**config.mk**
```make
export PLATFORM = sky130hd
export DESIGN_NAME = rv32i_execute_alu
export DESIGN_NICKNAME = d
export VERILOG_FILES = /design/src/sv/rv32ea_pkg.sv /design/src/sv/rv32i_execute_alu.sv /design/src/sv/rv32ea_decode.sv /design/src/sv/rv32ea_compute.sv /design/src/sv/rv32ea_select.sv
export VERILOG_INCLUDE_DIRS = /design/src /design/src/sv
export SDC_FILE = /design/constraint.sdc
export NUM_CORES = 1
export LEC_CHECK = 0
export BUFFER_PORTS_ARGS = -buffer_cell sky130_fd_sc_hd__clkbuf_2
export CAP_MARGIN = 20
export CORE_MARGIN = 2
export CORE_UTILIZATION = 60
export DETAILED_ROUTE_END_ITERATION = 7
export HOLD_SLACK_MARGIN = 0.08
export PLACE_DENSITY = 0.85
export SYNTH_ARGS = -nofsm -noshare
export SYNTH_HDL_FRONTEND = slang
export SYNTH_SLANG_ARGS = --single-unit
```
**constraint.sdc**
```tcl
create_clock -name clk -period 15.8 [get_ports clk]
set_input_delay 3.16 -clock clk [delete_from_list [all_inputs] [get_ports clk]]
set_output_delay 3.16 -clock clk [all_outputs]
set_load 0.03 [all_outputs]
```
**src/sv/rv32i_execute_alu_macros.svh**
```systemverilog
// ---------------------------------------------------------------------------
// rv32i_execute_alu_macros.svh
// Assertion macros shared by the execute ALU RTL.
// ---------------------------------------------------------------------------
`ifndef RV32I_EXECUTE_ALU_MACROS_SVH
`define RV32I_EXECUTE_ALU_MACROS_SVH

// Same-cycle implication, off while reset is high
`define RV32EA_ASSERT_NOW(label, clk, rst, ante, cons) \
  label: assert property (@(posedge clk) disable iff (rst) (ante) |-> (cons)) \
    else $error("rv32ea: same-cycle check failed");

// Next-cycle implication, off while reset is high
`define RV32EA_ASSERT_NEXT(label, clk, rst, ante, cons) \
  label: assert property (@(posedge clk) disable iff (rst) (ante) |=> (cons)) \
    else $error("rv32ea: next-cycle check failed");

`endif

```
**src/sv/rv32ea_pkg.sv**
```systemverilog
// ---------------------------------------------------------------------------
// rv32ea_pkg
// Types and constants shared by the execute ALU pipeline stages.
// ---------------------------------------------------------------------------
package rv32ea_pkg;

  localparam int unsigned XLEN       = 32;
  localparam int unsigned SHAMT_BITS = 5;

  localparam logic [XLEN-1:0] JALR_MASK = 32'hffff_fffe;
  localparam logic [XLEN-1:0] NOT_TAKEN = 32'd4;

  // Operation codes carried in the mode field
  typedef enum logic [4:0] {
    MODE_ADD       = 5'd0,
    MODE_ADDI      = 5'd1,
    MODE_SUB       = 5'd2,
    MODE_LUI       = 5'd3,
    MODE_XOR       = 5'd4,
    MODE_XORI      = 5'd5,
    MODE_AND       = 5'd6,
    MODE_ANDI      = 5'd7,
    MODE_OR        = 5'd8,
    MODE_ORI       = 5'd9,
    MODE_SLL       = 5'd10,
    MODE_SLLI      = 5'd11,
    MODE_SRL       = 5'd12,
    MODE_SRLI      = 5'd13,
    MODE_SRA       = 5'd14,
    MODE_SRAI      = 5'd15,
    MODE_SLT       = 5'd16,
    MODE_SLTU      = 5'd17,
    MODE_SLTI      = 5'd18,
    MODE_SLTIU     = 5'd19,
    MODE_BEQ       = 5'd20,
    MODE_BNE       = 5'd21,
    MODE_BLT       = 5'd22,
    MODE_BGE       = 5'd23,
    MODE_BLTU      = 5'd24,
    MODE_BGEU      = 5'd25,
    MODE_JALR      = 5'd26,
    MODE_MEMADDR   = 5'd27,
    MODE_STOREDATA = 5'd28
  } mode_t;

  // Internal function class after decode
  typedef enum logic [4:0] {
    FN_ADD,
    FN_SUB,
    FN_XOR,
    FN_AND,
    FN_OR,
    FN_SLL,
    FN_SRL,
    FN_SRA,
    FN_SLT,
    FN_SLTU,
    FN_BEQ,
    FN_BNE,
    FN_BLT,
    FN_BGE,
    FN_BLTU,
    FN_BGEU,
    FN_JALR,
    FN_PASS,
    FN_BAD
  } func_t;

  // Input item
  typedef struct packed {
    logic [4:0]             mode;
    logic [XLEN-1:0]        src_one;
    logic [XLEN-1:0]        src_two;
    logic signed [XLEN-1:0] immediate;
    logic [XLEN-1:0]        upper_immediate;
  } op_t;

  // Result item
  typedef struct packed {
    logic [XLEN-1:0] result;
    logic            invalid;
  } res_t;

  // Decode stage to compute stage
  typedef struct packed {
    func_t                 func;
    logic [XLEN-1:0]       opa;
    logic [XLEN-1:0]       opb;
    logic [XLEN-1:0]       offset;
    logic [SHAMT_BITS-1:0] shamt;
  } dec_t;

  // Compute stage to select stage
  typedef struct packed {
    func_t           func;
    logic [XLEN-1:0] value;
    logic [XLEN-1:0] offset;
    logic            lts;
    logic            ltu;
    logic            eq;
  } cmp_t;

endpackage

```
**src/sv/rv32i_execute_alu.sv**
```systemverilog
// ---------------------------------------------------------------------------
// rv32i_execute_alu
// Three-stage pipelined execute ALU for a 32-bit RISC-V integer core.
// ---------------------------------------------------------------------------
// Usage:
//   The op channel (op_valid/op_ready/op) carries one operation per item:
//   mode, both source register values, the sign-extended immediate and the
//   shifted upper immediate. The res channel (res_valid/res_ready/res)
//   returns one item per operation: the 32-bit result and an invalid flag,
//   set with a zero result for modes 29 to 31.
//   res_valid rises once an accepted item has passed through the stages:
//   decode, compute (adder, comparator, shifter) and select
//   (branch/jump resolution), each ending in a register.
//   Throughput is one item per cycle while res_ready stays high; each stage
//   takes a new item whenever it is empty or its content moves on.
//   When the receiver holds res_ready low the stages fill up behind the
//   output register; op_ready falls once all three stages hold an item and
//   nothing is lost or repeated. Results leave in acceptance order.
//   Reset (rst, synchronous) empties the pipeline; op_ready is high in the
//   first cycle after reset.
// ---------------------------------------------------------------------------
`include "rv32i_execute_alu_macros.svh"

module rv32i_execute_alu (
  input  logic              clk,
  input  logic              rst,
  input  logic              op_valid,
  output logic              op_ready,
  input  rv32ea_pkg::op_t   op,
  output logic              res_valid,
  input  logic              res_ready,
  output rv32ea_pkg::res_t  res
);

  logic             dec_valid;
  logic             dec_ready;
  rv32ea_pkg::dec_t dec_data;
  logic             cmp_valid;
  logic             cmp_ready;
  rv32ea_pkg::cmp_t cmp_data;

  // Decode stage
  rv32ea_decode u_decode (
    .clk      (clk),
    .rst      (rst),
    .up_valid (op_valid),
    .up_ready (op_ready),
    .up_data  (op),
    .dn_valid (dec_valid),
    .dn_ready (dec_ready),
    .dn_data  (dec_data)
  );

  // Compute stage
  rv32ea_compute u_compute (
    .clk      (clk),
    .rst      (rst),
    .up_valid (dec_valid),
    .up_ready (dec_ready),
    .up_data  (dec_data),
    .dn_valid (cmp_valid),
    .dn_ready (cmp_ready),
    .dn_data  (cmp_data)
  );

  // Select stage and output register
  rv32ea_select u_select (
    .clk      (clk),
    .rst      (rst),
    .up_valid (cmp_valid),
    .up_ready (cmp_ready),
    .up_data  (cmp_data),
    .dn_valid (res_valid),
    .dn_ready (res_ready),
    .dn_data  (res)
  );

  // A bad operation always leaves with a zero result
  `RV32EA_ASSERT_NOW(a_invalid_zero, clk, rst, res_valid && res.invalid, res.result == '0)
  // A decoded item moves into the compute stage when that stage can take it
  `RV32EA_ASSERT_NEXT(a_dec_advance, clk, rst, dec_valid && dec_ready, cmp_valid)
  // A full pipeline with a stalled receiver refuses new items
  `RV32EA_ASSERT_NOW(a_full_stall, clk, rst,
                     dec_valid && cmp_valid && res_valid && !res_ready, !op_ready)

endmodule

```
**src/sv/rv32ea_decode.sv**
```systemverilog
// ---------------------------------------------------------------------------
// rv32ea_decode
// First stage: map the mode onto a function class and pick the operands.
// ---------------------------------------------------------------------------
module rv32ea_decode (
  input  logic              clk,
  input  logic              rst,
  input  logic              up_valid,
  output logic              up_ready,
  input  rv32ea_pkg::op_t   up_data,
  output logic              dn_valid,
  input  logic              dn_ready,
  output rv32ea_pkg::dec_t  dn_data
);

  rv32ea_pkg::dec_t dec_next;
  logic [rv32ea_pkg::XLEN-1:0] imm_bits;

  assign imm_bits = rv32ea_pkg::XLEN'(unsigned'(up_data.immediate));

  // Stage takes an item when empty or when it drains this cycle
  assign up_ready = !dn_valid || dn_ready;

  // Decode the operation
  always_comb begin
    dec_next.func   = rv32ea_pkg::FN_BAD;
    dec_next.opa    = up_data.src_one;
    dec_next.opb    = up_data.src_two;
    dec_next.offset = imm_bits;
    dec_next.shamt  = up_data.src_two[rv32ea_pkg::SHAMT_BITS-1:0];
    case (up_data.mode)
      rv32ea_pkg::MODE_ADD:   dec_next.func = rv32ea_pkg::FN_ADD;
      rv32ea_pkg::MODE_ADDI: begin
        dec_next.func = rv32ea_pkg::FN_ADD;
        dec_next.opb  = imm_bits;
      end
      rv32ea_pkg::MODE_SUB:   dec_next.func = rv32ea_pkg::FN_SUB;
      rv32ea_pkg::MODE_LUI: begin
        dec_next.func = rv32ea_pkg::FN_PASS;
        dec_next.opb  = up_data.upper_immediate;
      end
      rv32ea_pkg::MODE_XOR:   dec_next.func = rv32ea_pkg::FN_XOR;
      rv32ea_pkg::MODE_XORI: begin
        dec_next.func = rv32ea_pkg::FN_XOR;
        dec_next.opb  = imm_bits;
      end
      rv32ea_pkg::MODE_AND:   dec_next.func = rv32ea_pkg::FN_AND;
      rv32ea_pkg::MODE_ANDI: begin
        dec_next.func = rv32ea_pkg::FN_AND;
        dec_next.opb  = imm_bits;
      end
      rv32ea_pkg::MODE_OR:    dec_next.func = rv32ea_pkg::FN_OR;
      rv32ea_pkg::MODE_ORI: begin
        dec_next.func = rv32ea_pkg::FN_OR;
        dec_next.opb  = imm_bits;
      end
      rv32ea_pkg::MODE_SLL:   dec_next.func = rv32ea_pkg::FN_SLL;
      rv32ea_pkg::MODE_SLLI: begin
        dec_next.func  = rv32ea_pkg::FN_SLL;
        dec_next.shamt = imm_bits[rv32ea_pkg::SHAMT_BITS-1:0];
      end
      rv32ea_pkg::MODE_SRL:   dec_next.func = rv32ea_pkg::FN_SRL;
      rv32ea_pkg::MODE_SRLI: begin
        dec_next.func  = rv32ea_pkg::FN_SRL;
        dec_next.shamt = imm_bits[rv32ea_pkg::SHAMT_BITS-1:0];
      end
      rv32ea_pkg::MODE_SRA:   dec_next.func = rv32ea_pkg::FN_SRA;
      rv32ea_pkg::MODE_SRAI: begin
        dec_next.func  = rv32ea_pkg::FN_SRA;
        dec_next.shamt = imm_bits[rv32ea_pkg::SHAMT_BITS-1:0];
      end
      rv32ea_pkg::MODE_SLT:   dec_next.func = rv32ea_pkg::FN_SLT;
      rv32ea_pkg::MODE_SLTU:  dec_next.func = rv32ea_pkg::FN_SLTU;
      rv32ea_pkg::MODE_SLTI: begin
        dec_next.func = rv32ea_pkg::FN_SLT;
        dec_next.opb  = imm_bits;
      end
      rv32ea_pkg::MODE_SLTIU: begin
        dec_next.func = rv32ea_pkg::FN_SLTU;
        dec_next.opb  = imm_bits;
      end
      rv32ea_pkg::MODE_BEQ:   dec_next.func = rv32ea_pkg::FN_BEQ;
      rv32ea_pkg::MODE_BNE:   dec_next.func = rv32ea_pkg::FN_BNE;
      rv32ea_pkg::MODE_BLT:   dec_next.func = rv32ea_pkg::FN_BLT;
      rv32ea_pkg::MODE_BGE:   dec_next.func = rv32ea_pkg::FN_BGE;
      rv32ea_pkg::MODE_BLTU:  dec_next.func = rv32ea_pkg::FN_BLTU;
      rv32ea_pkg::MODE_BGEU:  dec_next.func = rv32ea_pkg::FN_BGEU;
      rv32ea_pkg::MODE_JALR: begin
        dec_next.func = rv32ea_pkg::FN_JALR;
        dec_next.opb  = imm_bits;
      end
      rv32ea_pkg::MODE_MEMADDR: begin
        dec_next.func = rv32ea_pkg::FN_ADD;
        dec_next.opb  = imm_bits;
      end
      rv32ea_pkg::MODE_STOREDATA: dec_next.func = rv32ea_pkg::FN_PASS;
      default:                    dec_next.func = rv32ea_pkg::FN_BAD;
    endcase
  end

  // Hold or advance the stage register
  always_ff @(posedge clk) begin
    if (rst) begin
      dn_valid <= 1'b0;
    end else if (up_ready) begin
      dn_valid <= up_valid;
    end
    if (up_ready && up_valid) begin
      dn_data <= dec_next;
    end
  end

endmodule

```
**src/sv/rv32ea_compute.sv**
```systemverilog
// ---------------------------------------------------------------------------
// rv32ea_compute
// Second stage: adder, subtractor/comparator, logic unit and shifter.
// ---------------------------------------------------------------------------
module rv32ea_compute (
  input  logic              clk,
  input  logic              rst,
  input  logic              up_valid,
  output logic              up_ready,
  input  rv32ea_pkg::dec_t  up_data,
  output logic              dn_valid,
  input  logic              dn_ready,
  output rv32ea_pkg::cmp_t  dn_data
);

  localparam int unsigned W = rv32ea_pkg::XLEN;

  rv32ea_pkg::cmp_t cmp_next;
  logic [W-1:0]     sum;
  logic [W:0]       diff;

  assign up_ready = !dn_valid || dn_ready;

  // Shared add and compare paths
  assign sum  = up_data.opa + up_data.opb;
  assign diff = {1'b0, up_data.opa} - {1'b0, up_data.opb};

  always_comb begin
    cmp_next.func   = up_data.func;
    cmp_next.offset = up_data.offset;
    cmp_next.eq     = (up_data.opa == up_data.opb);
    cmp_next.ltu    = diff[W];
    // Signs differ: the negative one is smaller
    cmp_next.lts    = (up_data.opa[W-1] != up_data.opb[W-1]) ? up_data.opa[W-1] : diff[W];
    case (up_data.func)
      rv32ea_pkg::FN_ADD:  cmp_next.value = sum;
      rv32ea_pkg::FN_JALR: cmp_next.value = sum;
      rv32ea_pkg::FN_SUB:  cmp_next.value = diff[W-1:0];
      rv32ea_pkg::FN_XOR:  cmp_next.value = up_data.opa ^ up_data.opb;
      rv32ea_pkg::FN_AND:  cmp_next.value = up_data.opa & up_data.opb;
      rv32ea_pkg::FN_OR:   cmp_next.value = up_data.opa | up_data.opb;
      rv32ea_pkg::FN_SLL:  cmp_next.value = up_data.opa << up_data.shamt;
      rv32ea_pkg::FN_SRL:  cmp_next.value = up_data.opa >> up_data.shamt;
      rv32ea_pkg::FN_SRA:  cmp_next.value = W'($signed(up_data.opa) >>> up_data.shamt);
      rv32ea_pkg::FN_PASS: cmp_next.value = up_data.opb;
      default:             cmp_next.value = '0;
    endcase
  end

  // Hold or advance the stage register
  always_ff @(posedge clk) begin
    if (rst) begin
      dn_valid <= 1'b0;
    end else if (up_ready) begin
      dn_valid <= up_valid;
    end
    if (up_ready && up_valid) begin
      dn_data <= cmp_next;
    end
  end

endmodule

```
**src/sv/rv32ea_select.sv**
```systemverilog
// ---------------------------------------------------------------------------
// rv32ea_select
// Third stage: resolve branches and compares, mask jump targets, flag bad ops.
// ---------------------------------------------------------------------------
module rv32ea_select (
  input  logic              clk,
  input  logic              rst,
  input  logic              up_valid,
  output logic              up_ready,
  input  rv32ea_pkg::cmp_t  up_data,
  output logic              dn_valid,
  input  logic              dn_ready,
  output rv32ea_pkg::res_t  dn_data
);

  localparam int unsigned W = rv32ea_pkg::XLEN;

  rv32ea_pkg::res_t res_next;
  logic             take;

  assign up_ready = !dn_valid || dn_ready;

  // Branch condition
  always_comb begin
    case (up_data.func)
      rv32ea_pkg::FN_BEQ:  take = up_data.eq;
      rv32ea_pkg::FN_BNE:  take = !up_data.eq;
      rv32ea_pkg::FN_BLT:  take = up_data.lts;
      rv32ea_pkg::FN_BGE:  take = !up_data.lts;
      rv32ea_pkg::FN_BLTU: take = up_data.ltu;
      rv32ea_pkg::FN_BGEU: take = !up_data.ltu;
      default:             take = 1'b0;
    endcase
  end

  // Final result selection
  always_comb begin
    res_next.invalid = 1'b0;
    case (up_data.func)
      rv32ea_pkg::FN_SLT:  res_next.result = W'(up_data.lts);
      rv32ea_pkg::FN_SLTU: res_next.result = W'(up_data.ltu);
      rv32ea_pkg::FN_BEQ,
      rv32ea_pkg::FN_BNE,
      rv32ea_pkg::FN_BLT,
      rv32ea_pkg::FN_BGE,
      rv32ea_pkg::FN_BLTU,
      rv32ea_pkg::FN_BGEU: res_next.result = take ? up_data.offset : rv32ea_pkg::NOT_TAKEN;
      rv32ea_pkg::FN_JALR: res_next.result = up_data.value & rv32ea_pkg::JALR_MASK;
      rv32ea_pkg::FN_BAD: begin
        res_next.result  = '0;
        res_next.invalid = 1'b1;
      end
      default:             res_next.result = up_data.value;
    endcase
  end

  // Output register: hold while the receiver stalls
  always_ff @(posedge clk) begin
    if (rst) begin
      dn_valid <= 1'b0;
    end else if (up_ready) begin
      dn_valid <= up_valid;
    end
    if (up_ready && up_valid) begin
      dn_data <= res_next;
    end
  end

endmodule

```
Yosys cells after proc, flatten, opt, wreduce, memory -nomap -nowiden
Cells that the tools add are included.

Bits in registers: 214. Bits in latches: 0. Memory bits (writable): 0. ROM bits: 0. Output and inout bits: 35. Word-level logic and storage cells: 110. Memories: 0.

Add/subtract/negate cells: 2. Multipliers: 0. Divide/modulo/power cells: 0. $lt $le $gt $ge: 0. Equality and inequality tests: 49. Shift-type cells: 3. Mux-type cells: 9. Bitwise operators: 3. Reduce and logical (&&, ||, !) cells: 28.

Operators by type and width (count): 32-bit one-hot mux with 9 select lines (1); 32-bit one-hot mux with 5 select lines (1); 5-bit one-hot mux with 18 select lines (1); 5-bit equality test, second input constant (17); 5-bit by 4-bit equality test with 1-bit output, second input constant (16); 32-bit one-hot mux with 2 select lines (1); 5-bit by 3-bit equality test with 1-bit output, second input constant (8); 32-bit by 32-bit subtractor with 33-bit output (1); 32-bit adder (1); 32-bit bitwise AND (1); 32-bit equality test (1); 32-bit two-way mux (1); 32-bit OR (1); 32-bit by 5-bit << shifter with 32-bit output (1); 32-bit by 5-bit right shift with 32-bit output (1); 32-bit by 5-bit >>> shifter with 32-bit output (1); 32-bit XOR (1); 5-bit by 2-bit equality test with 1-bit output, second input constant (4); 2-bit OR reduction (10); 5-bit by 1-bit equality test with 1-bit output, second input constant (2); 5-bit logical NOT (2); 8-bit OR reduction (1); 1-bit logical NOT (6); 1-bit one-hot mux with 6 select lines (1); other kinds (7) (13).

Depth between registers and ports, before layout
Gate-level depths: netlist of the first run.

Word-level depth: 5. Gate-level depth with buffers: 13. Mapped depth without buffers: 12.

Modules after synthesis
A second synthesis of the first run with hierarchy kept.

Cells, all modules: 1761. Area total of the unflattened synthesis: 16941.2 um^2.

Modules (own cells, without submodules): rv32ea_compute (times used 1, cells an instance 1404, area each 11068.1 um^2, seq. area each 2182.1 um^2); rv32ea_decode (times used 1, cells an instance 257, area each 4364.2 um^2, seq. area each 3203.1 um^2); rv32ea_select (times used 1, cells an instance 100, area each 1508.9 um^2, seq. area each 1011.0 um^2).

Worst setup path after synthesis of the first run
OpenSTA, ideal clock, no wires.

Path kind: input-to-reg. From: input res_ready. To: register u_decode.dn_data[0] (netlist bit), enable pin. Setup time: 634 ps. Arrival: 8563 ps. Path slack: 6603 ps. Stages on the path: 2. Path buffers: 0. Cells stage by stage: nor2b_1 -> a31oi_1.

Cells in the longest elaborated chain, start to end: 4.

RTL lines: start, declared (RTL line rv32i_execute_alu.sv:31) `input logic res_ready,`; 1-bit logical OR (RTL line rv32ea_select.sv:21) `assign up_ready = !dn_valid || dn_ready;`; 1-bit logical OR (RTL line rv32ea_compute.sv:22) `assign up_ready = !dn_valid || dn_ready;`; 1-bit logical OR (RTL line rv32ea_decode.sv:22) `assign up_ready = !dn_valid || dn_ready;`; 1-bit logical AND (RTL line rv32ea_decode.sv:108) `if (up_ready && up_valid) begin`; end signal, assigned (RTL line rv32ea_decode.sv:109) `dn_data <= dec_next;`; end, declared (RTL line rv32ea_decode.sv:13) `output rv32ea_pkg::dec_t dn_data`.

No other way between the ends. A chain may end at the register's enable or synchronous reset.

Worst setup path after layout of the first run
From: input res_ready. To: output op_ready.

Cells in the longest elaborated chain, start to end: 3.

RTL lines: 1-bit logical OR (RTL line rv32ea_select.sv:21); 1-bit logical OR (RTL line rv32ea_compute.sv:22); 1-bit logical OR (RTL line rv32ea_decode.sv:22); end, declared (RTL line rv32i_execute_alu.sv:28) `output logic op_ready,`.

No other way between the ends.

==> results.ini, run 1 <==
[outcome]
outcome=finished clean

[sta]
period_needed_ps=7410
setup_viol=0
fin_setup_tns_ps=0
finalCritPeriodShare_pct=46.9
finalClockSkew_ps=21.3
finalMaxSlewViolations=0
grt_setup_unrepaired=no
worstMarginPinSlew_ps=1230
slew_headroom_pct=16.2
hold_viol_final=0
max_clock_freq_mhz=135

[global_routing]
grt_pass1_wl_um=86400
antenna_found_initial=3
track_usage_pct=39.4
grt_max_degree=76
grt-ovfl-total=0
grt_pass1_vias=14673

[floorplan]
core_area_sq_um=27000
io_pins=172
die_w_um=170
num_rows=60
die-height_um=170
initial_core_util_pct=61.3
die-area_sq_um=29000

[clock_network]
cts_tree=yes
cts_max_level=1
postCtsSetupRepairBufs=0
cts_made_buffers=23
cts_resized=0
clock-root-buffer=clkbuf_16
clock_latency_ps=540
clock_path_buffers=3
clk_pin_slew_worst_paths_ps=60
hold_buffers=0
clock-sinks=214

[pwr]
ir_worst_vdd_v=0.0000944
combPwrFrac_pct=32.0
swShare_pct=34.9
p_int_mw=1.19
leakage_nw=7.46
clockPowerShare_pct=28.1
seq_power_share_pct=39.9
p_sw_mw=0.636
power_mw=1.82
p_per_area_nw_per_um2=99.3

[route]
wirelength_um=57300
drt-vias-per-instance=6.96
drt-initial-drc-count=2040
drt_pre_antenna_iters=6
drt.antenna.violating_nets=0
drc=0
wl_per_cell_um=26.0
dr_total_vias=15325

[worst_setup_path]
reg2regPathDepth=10
path_max_fanout=6
arrival_ps=4250
crit_type=in -> out
cp-end-kind=output pin
timing.critical_path.from=res_ready
timing.reg2reg.setup_slack_ps=11140
timing.rr.end=u_compute.dn_data[66]$_DFFE_PP_
crit_end=op_ready
start_kind=primary input
r2r-start=u_decode.dn_data[1]$_DFFE_PP_
critPathRequiredTime_ps=12640

[cells_and_area]
final_common_cell=edfxtp_1
fin_nets=2077
fin_area_sq_um=18400
layout_common_cells=edfxtp_1, nor2_1, clkbuf_2
area_growth_pct=10.8
drive_above_1_share_pct=18.2

[synthesis]
ys_types=89
synthArstFlopShare_pct=0
syn_area_sq_um=16600
avgSynthCellArea_sq_um=9.51
ys_seq_area_share_pct=38.6
syn-num-nets=1977
synth_flop_cell=edfxtp_1
yosysWarnings=0
syn_inst=1742
synth_edf_count=211
yosys_register_bits=214

[placement]
place_hpwl_um=41400
routabilityCongestion=1.05
io_buffers=171
placed_area_sq_um=17600

[run]
drv_cap=0

[hold_path]
hold_class=reg -> reg

-- flip-flops by register name, indices dropped and copies added (netlist names) --
name,count
u_decode.dn_data,106
u_compute.dn_data,72
u_select.dn_data,33
u_compute.dn_valid,1
u_decode.dn_valid,1
u_select.dn_valid,1
-- critical path, stage by stage --
cell and delay (ps):
clkbuf_2 80, nor2b_1 590, nand3_1 200, clkbuf_2 230
-- cell families (layout without fill, tap and decap cells) --
family | after synthesis | count (layout) | share of synthesized area (%)
AOI/OAI and AO/OA | 578 | 578 | 23.7
and+or+nand+nor | 490 | 490 | 13.5
muxes | 126 | 126 | 10.7
buffers and inverters | 230 | 347 | 5.67
xor gates and xnor gates | 6 | 6 | 0.317
other | 0 | 2 | 0
DFF | 214 | 214 | 38.6
adders and majority gates | 98 | 98 | 7.49
-- cell usage after synthesis, types with 14 or more instances --
master      n  area share (%)
mux2i_1    63             3.8
ha_1       96             7.2
edfxtp_1  211              38
o21bai_1   14            0.63
mux2_2     25             1.7
clkbuf_1   82             1.9
nand3_1    24            0.72
a211oi_1   24             1.1
nor3_1     31            0.94
buf_2      28            0.85
mux4_2     38             5.2
inv_1     100             2.3
nand4_1    14            0.53
a21oi_1   142             4.3
nor2b_1    19            0.72
o31ai_1    18            0.82
a221oi_1   21             1.1
a22oi_1    49             2.2
o211ai_1   30             1.4
o21ai_0    99             3.0
a22o_1     36             1.9
a31oi_1    14            0.53
nand2_1   156             3.5
nor2_1    174             3.9
o221ai_1   17            0.90
-- power by group through the flow --
stage | sequential [mW] | clock, mW | combinational (mW)
after global routing | 0.731 | 0.539 | 0.626
after CTS | 0.726 | 0.520 | 0.565
after global placement | 0.735 | 0 | 0.553
after detailed placement | 0.736 | 0 | 0.561
after floorplan | 0.725 | 0 | 0.399
final | 0.728 | 0.512 | 0.583
-- worst min-delay path by stage --
stage	start	to	slack, ps	cells past startpoint
floorplan	u_decode.dn_data[12]$_DFFE_PP_	u_compute.dn_data[10]$_DFFE_PP_	400	0
global route	u_decode.dn_data[11]$_DFFE_PP_	u_compute.dn_data[9]$_DFFE_PP_	420	0
detailed placement	u_decode.dn_data[20]$_DFFE_PP_	u_compute.dn_data[18]$_DFFE_PP_	400	0
CTS	u_decode.dn_data[16]$_DFFE_PP_	u_compute.dn_data[14]$_DFFE_PP_	420	0
global placement	u_decode.dn_data[15]$_DFFE_PP_	u_compute.dn_data[13]$_DFFE_PP_	400	0
finish	u_decode.dn_data[29]$_DFFE_PP_	u_compute.dn_data[27]$_DFFE_PP_	420	0
-- layout make-up --
| class | instances | area (sq um) |
|---|---|---|
| Multi-Input combinational cell | 1298 | 9330 |
| Fill cell | 2126 | 8670 |
| Timing Repair Buffer | 203 | 1100 |
| Clock buffer | 33 | 663 |
| Sequential cell | 214 | 6400 |
| Tap cell | 341 | 427 |
| Clock inverter | 9 | 57.6 |
| Antenna cell | 2 | 5.00 |
| Inverter | 102 | 383 |
-- metrics by stage --
stage / cells / setup WS, ps / hold slack (ps) / utilization [%]
6_report: 2202 / 8390 / 418 / 67.9
5_1_grt: 2200 / 8330 / 417 / 67.9
4_1_cts: 2200 / 8370 / 417 / 67.9
3_5_place_dp: 2158 / 8430 / 405 / 65.2
3_3_place_gp: 2158 / 8440 / 401 / 65.2
2_1_floorplan: 1742 / 6600 / 400 / -
-- layer usage --
metal,global-route usage (%),up-vias,share of wire (%)
li1,-,6823,-
met1,52.7,7275,39
met2,62.2,1022,45
met3,6.35,203,11
met4,20.1,2,5.7
met5,0,-,0.028
Power figures use the tool's default switching activity.
==> inputs of run 2 (changes only) <==
--- a/config.mk
+++ b/config.mk
@@ -9,10 +9,10 @@
 export BUFFER_PORTS_ARGS = -buffer_cell sky130_fd_sc_hd__clkbuf_2
 export CAP_MARGIN = 20
 export CORE_MARGIN = 2
-export CORE_UTILIZATION = 60
+export CORE_UTILIZATION = 55
 export DETAILED_ROUTE_END_ITERATION = 7
 export HOLD_SLACK_MARGIN = 0.08
-export PLACE_DENSITY = 0.85
+export PLACE_DENSITY = 0.82
 export SYNTH_ARGS = -nofsm -noshare
 export SYNTH_HDL_FRONTEND = slang
 export SYNTH_SLANG_ARGS = --single-unit
==> constraint.sdc (replaced) <==
create_clock -name clk -period 6.01 [get_ports clk]
set_input_delay 1.202 -clock clk [delete_from_list [all_inputs] [get_ports clk]]
set_output_delay 1.202 -clock clk [all_outputs]
set_load 0.03 [all_outputs]
==> run 2 against run 1 <==
Via count increased by 1.2%; flip-flop and latch count unchanged; first-iteration DRC count increased by 16%; global-route usage decreased by 2.2 points; worst hold slack got worse by 2.3 ps; register-to-register slack got worse by 9200 ps; combinational power increased to 2.7 times the previous value; clock-buffer cell count decreased by 8; routed wire length increased by 3.9%; critical path depth increased by 7; sequential power increased to 2.7 times the previous value; largest cell class unchanged.
==> results.ini, run 2 (synthesis gave the netlist of run 1 again) <==
[placement]
routabilityCongestion=1.02
placed_cells=2214
io_buffers=171
place_hpwl_um=43700

[worst_setup_path]
arrival_ps=4350
reg2regPathDepth=11
critPathRequiredTime_ps=6280
r2r-start=u_decode.dn_data[78]$_DFFE_PP_
cp-end-kind=flop
path_max_fanout=12
timing.rr.end=u_compute.dn_data[2]$_DFFE_PP_
start_kind=flop
timing.reg2reg.setup_slack_ps=1930
crit_type=reg -> reg

[global_routing]
antenna_found_initial=0
grt_max_degree=73
grt-ovfl-total=0
grt_pass1_wl_um=88100
grt_pass1_vias=14336
track_usage_pct=37.2

[cells_and_area]
top_register=u_decode.dn_data
fin_nets=2084
largest_reg_flops=106
largestRegisters=u_decode.dn_data (106), u_compute.dn_data (72), u_select.dn_data (33)
final_common_cell=edfxtp_1
ff_latch_area_sq_um=6400
fillerInstances=2447
multi_input_area_sq_um=9310
layout_common_cells=edfxtp_1, nor2_1, clkbuf_2
area_growth_pct=11.8
drive_above_1_share_pct=18.4
stdcell_count=2254
num_antenna_cells=0

[route]
wl_per_cell_um=26.4
wirelength_um=59600
dr_total_vias=15512
drc=0
drt.antenna.violating_nets=0
drt_pre_antenna_iters=6
drt-vias-per-instance=6.88
drt-initial-drc-count=2365

[clock_network]
clock-root-buffer=clkbuf_16
clk_pin_slew_worst_paths_ps=60
postCtsSetupRepairBufs=0
cts_made_buffers=23
clock-sinks=214
clock_latency_ps=550
hold_buffers=0
cts_max_level=1
cts_resized=0
clock_path_buffers=3
cts_tree=yes

[hold_path]
hold-path-cell-count=0
worst_hold_path.endpoint=u_compute.dn_data[20]$_DFFE_PP_
holdCritStartpoint=u_decode.dn_data[22]$_DFFE_PP_
hold_class=reg -> reg

[run]
drv_cap=0

[sta]
fin_setup_tns_ps=0
finalMaxSlewViolations=0
finalClockSkew_ps=20.0
setup_viol=0
worstMarginPinSlew_ps=1100
grt_setup_unrepaired=no
slew_headroom_pct=26.3
finalCritPeriodShare_pct=68.0
period_needed_ps=4080
max_clock_freq_mhz=245
hold_viol_final=0

[floorplan]
die_w_um=178
core_area_sq_um=29600
io_pins=172
initial_core_util_pct=55.9
die-height_um=178
num_rows=63
die-area_sq_um=31500

[pwr]
swShare_pct=35.0
combPwrFrac_pct=31.2
leakage_nw=7.51
clockPowerShare_pct=30.0
p_sw_mw=1.74
p_int_mw=3.23
ir_worst_vdd_v=0.000247
p_per_area_nw_per_um2=268
seq_power_share_pct=38.7

[outcome]
outcome=finished clean

==> run 2: changes by cell type in the layout (fill, tap and decap cells not counted), moves of 2 or more <==
cell        delta
clkinv_1       +3
clkbuf_8       -5
bufinv_16      +4
inv_6          -3
diode_2        -2
clkinvlp_4     +2
buf_12         +2
clkbuf_1       -3
buf_4          +5
==> run 2: power groups by stage <==
stage / Sequential, mW / Clock (mW) / Combinational, mW
floorplan: 1.90 / 0 / 1.05
global placement: 1.94 / 0 / 1.48
detailed placement: 1.95 / 0 / 1.49
CTS: 1.92 / 1.51 / 1.50
global route: 1.93 / 1.55 / 1.66
finish: 1.93 / 1.49 / 1.55
==> run 2: cell type report <==
| type | instances | area share (%) |
|---|---|---|
| multi-input cells | 1298 | 50.3 |
| well taps | 390 | 2.63 |
| clock inverters | 15 | 1.04 |
| repair buffers | 210 | 6.33 |
| flip-flops and latches | 214 | 34.5 |
| inverters | 102 | 2.07 |
| clock buffers | 25 | 3.15 |
==> run 2: worst max-delay path, cell delays in order (launching register included) <==
cell	delay, ps
edfxtp_1	690
inv_1	110
ha_1	420
or4_4	580
nor2_2	150
o31a_1	220
or3_1	140
a21oi_2	90
o221a_4	290
o31ai_1	630
a21oi_1	190
a22o_1	300
==> run 2: per-stage QoR <==
stage / total power, mW / hold WS (ps) / instance area [sq um] / worst slack, ps / util [%]
6_report: 4.97 / 415 / 18500 / 1930 / 62.5
5_1_grt: 5.15 / 421 / 18500 / 1820 / 62.5
4_1_cts: 4.94 / 416 / 18500 / 2040 / 62.5
3_5_place_dp: 3.44 / 405 / 17800 / 2060 / 59.9
3_3_place_gp: 3.42 / 402 / 17800 / 2140 / 59.9
2_1_floorplan: 2.95 / 400 / 16600 / 758 / -
==> run 2: worst max-delay path by stage <==
| stage | depth (start not counted) | startpoint | to |
|---|---|---|---|
| after floorplan | 2 | res_ready | u_compute.dn_data[0]$_DFFE_PP_ |
| after global placement | 10 | u_decode.dn_data[0]$_DFFE_PP_ | u_compute.dn_data[66]$_DFFE_PP_ |
| after detailed placement | 11 | u_decode.dn_data[78]$_DFFE_PP_ | u_compute.dn_data[2]$_DFFE_PP_ |
| after CTS | 11 | u_decode.dn_data[78]$_DFFE_PP_ | u_compute.dn_data[2]$_DFFE_PP_ |
| after global routing | 11 | u_decode.dn_data[77]$_DFFE_PP_ | u_compute.dn_data[2]$_DFFE_PP_ |
| final | 11 | u_decode.dn_data[78]$_DFFE_PP_ | u_compute.dn_data[2]$_DFFE_PP_ |
==> run 2: metal layers <==
| layer | up-vias | track usage, % | share of wire (%) |
|---|---|---|---|
| met4 | 0 | 13.2 | 4.3 |
| met3 | 169 | 7.97 | 12 |
| met2 | 1026 | 56.6 | 43 |
| met5 | - | 0 | 0 |
| li1 | 6842 | - | - |
| met1 | 7475 | 52.5 | 41 |
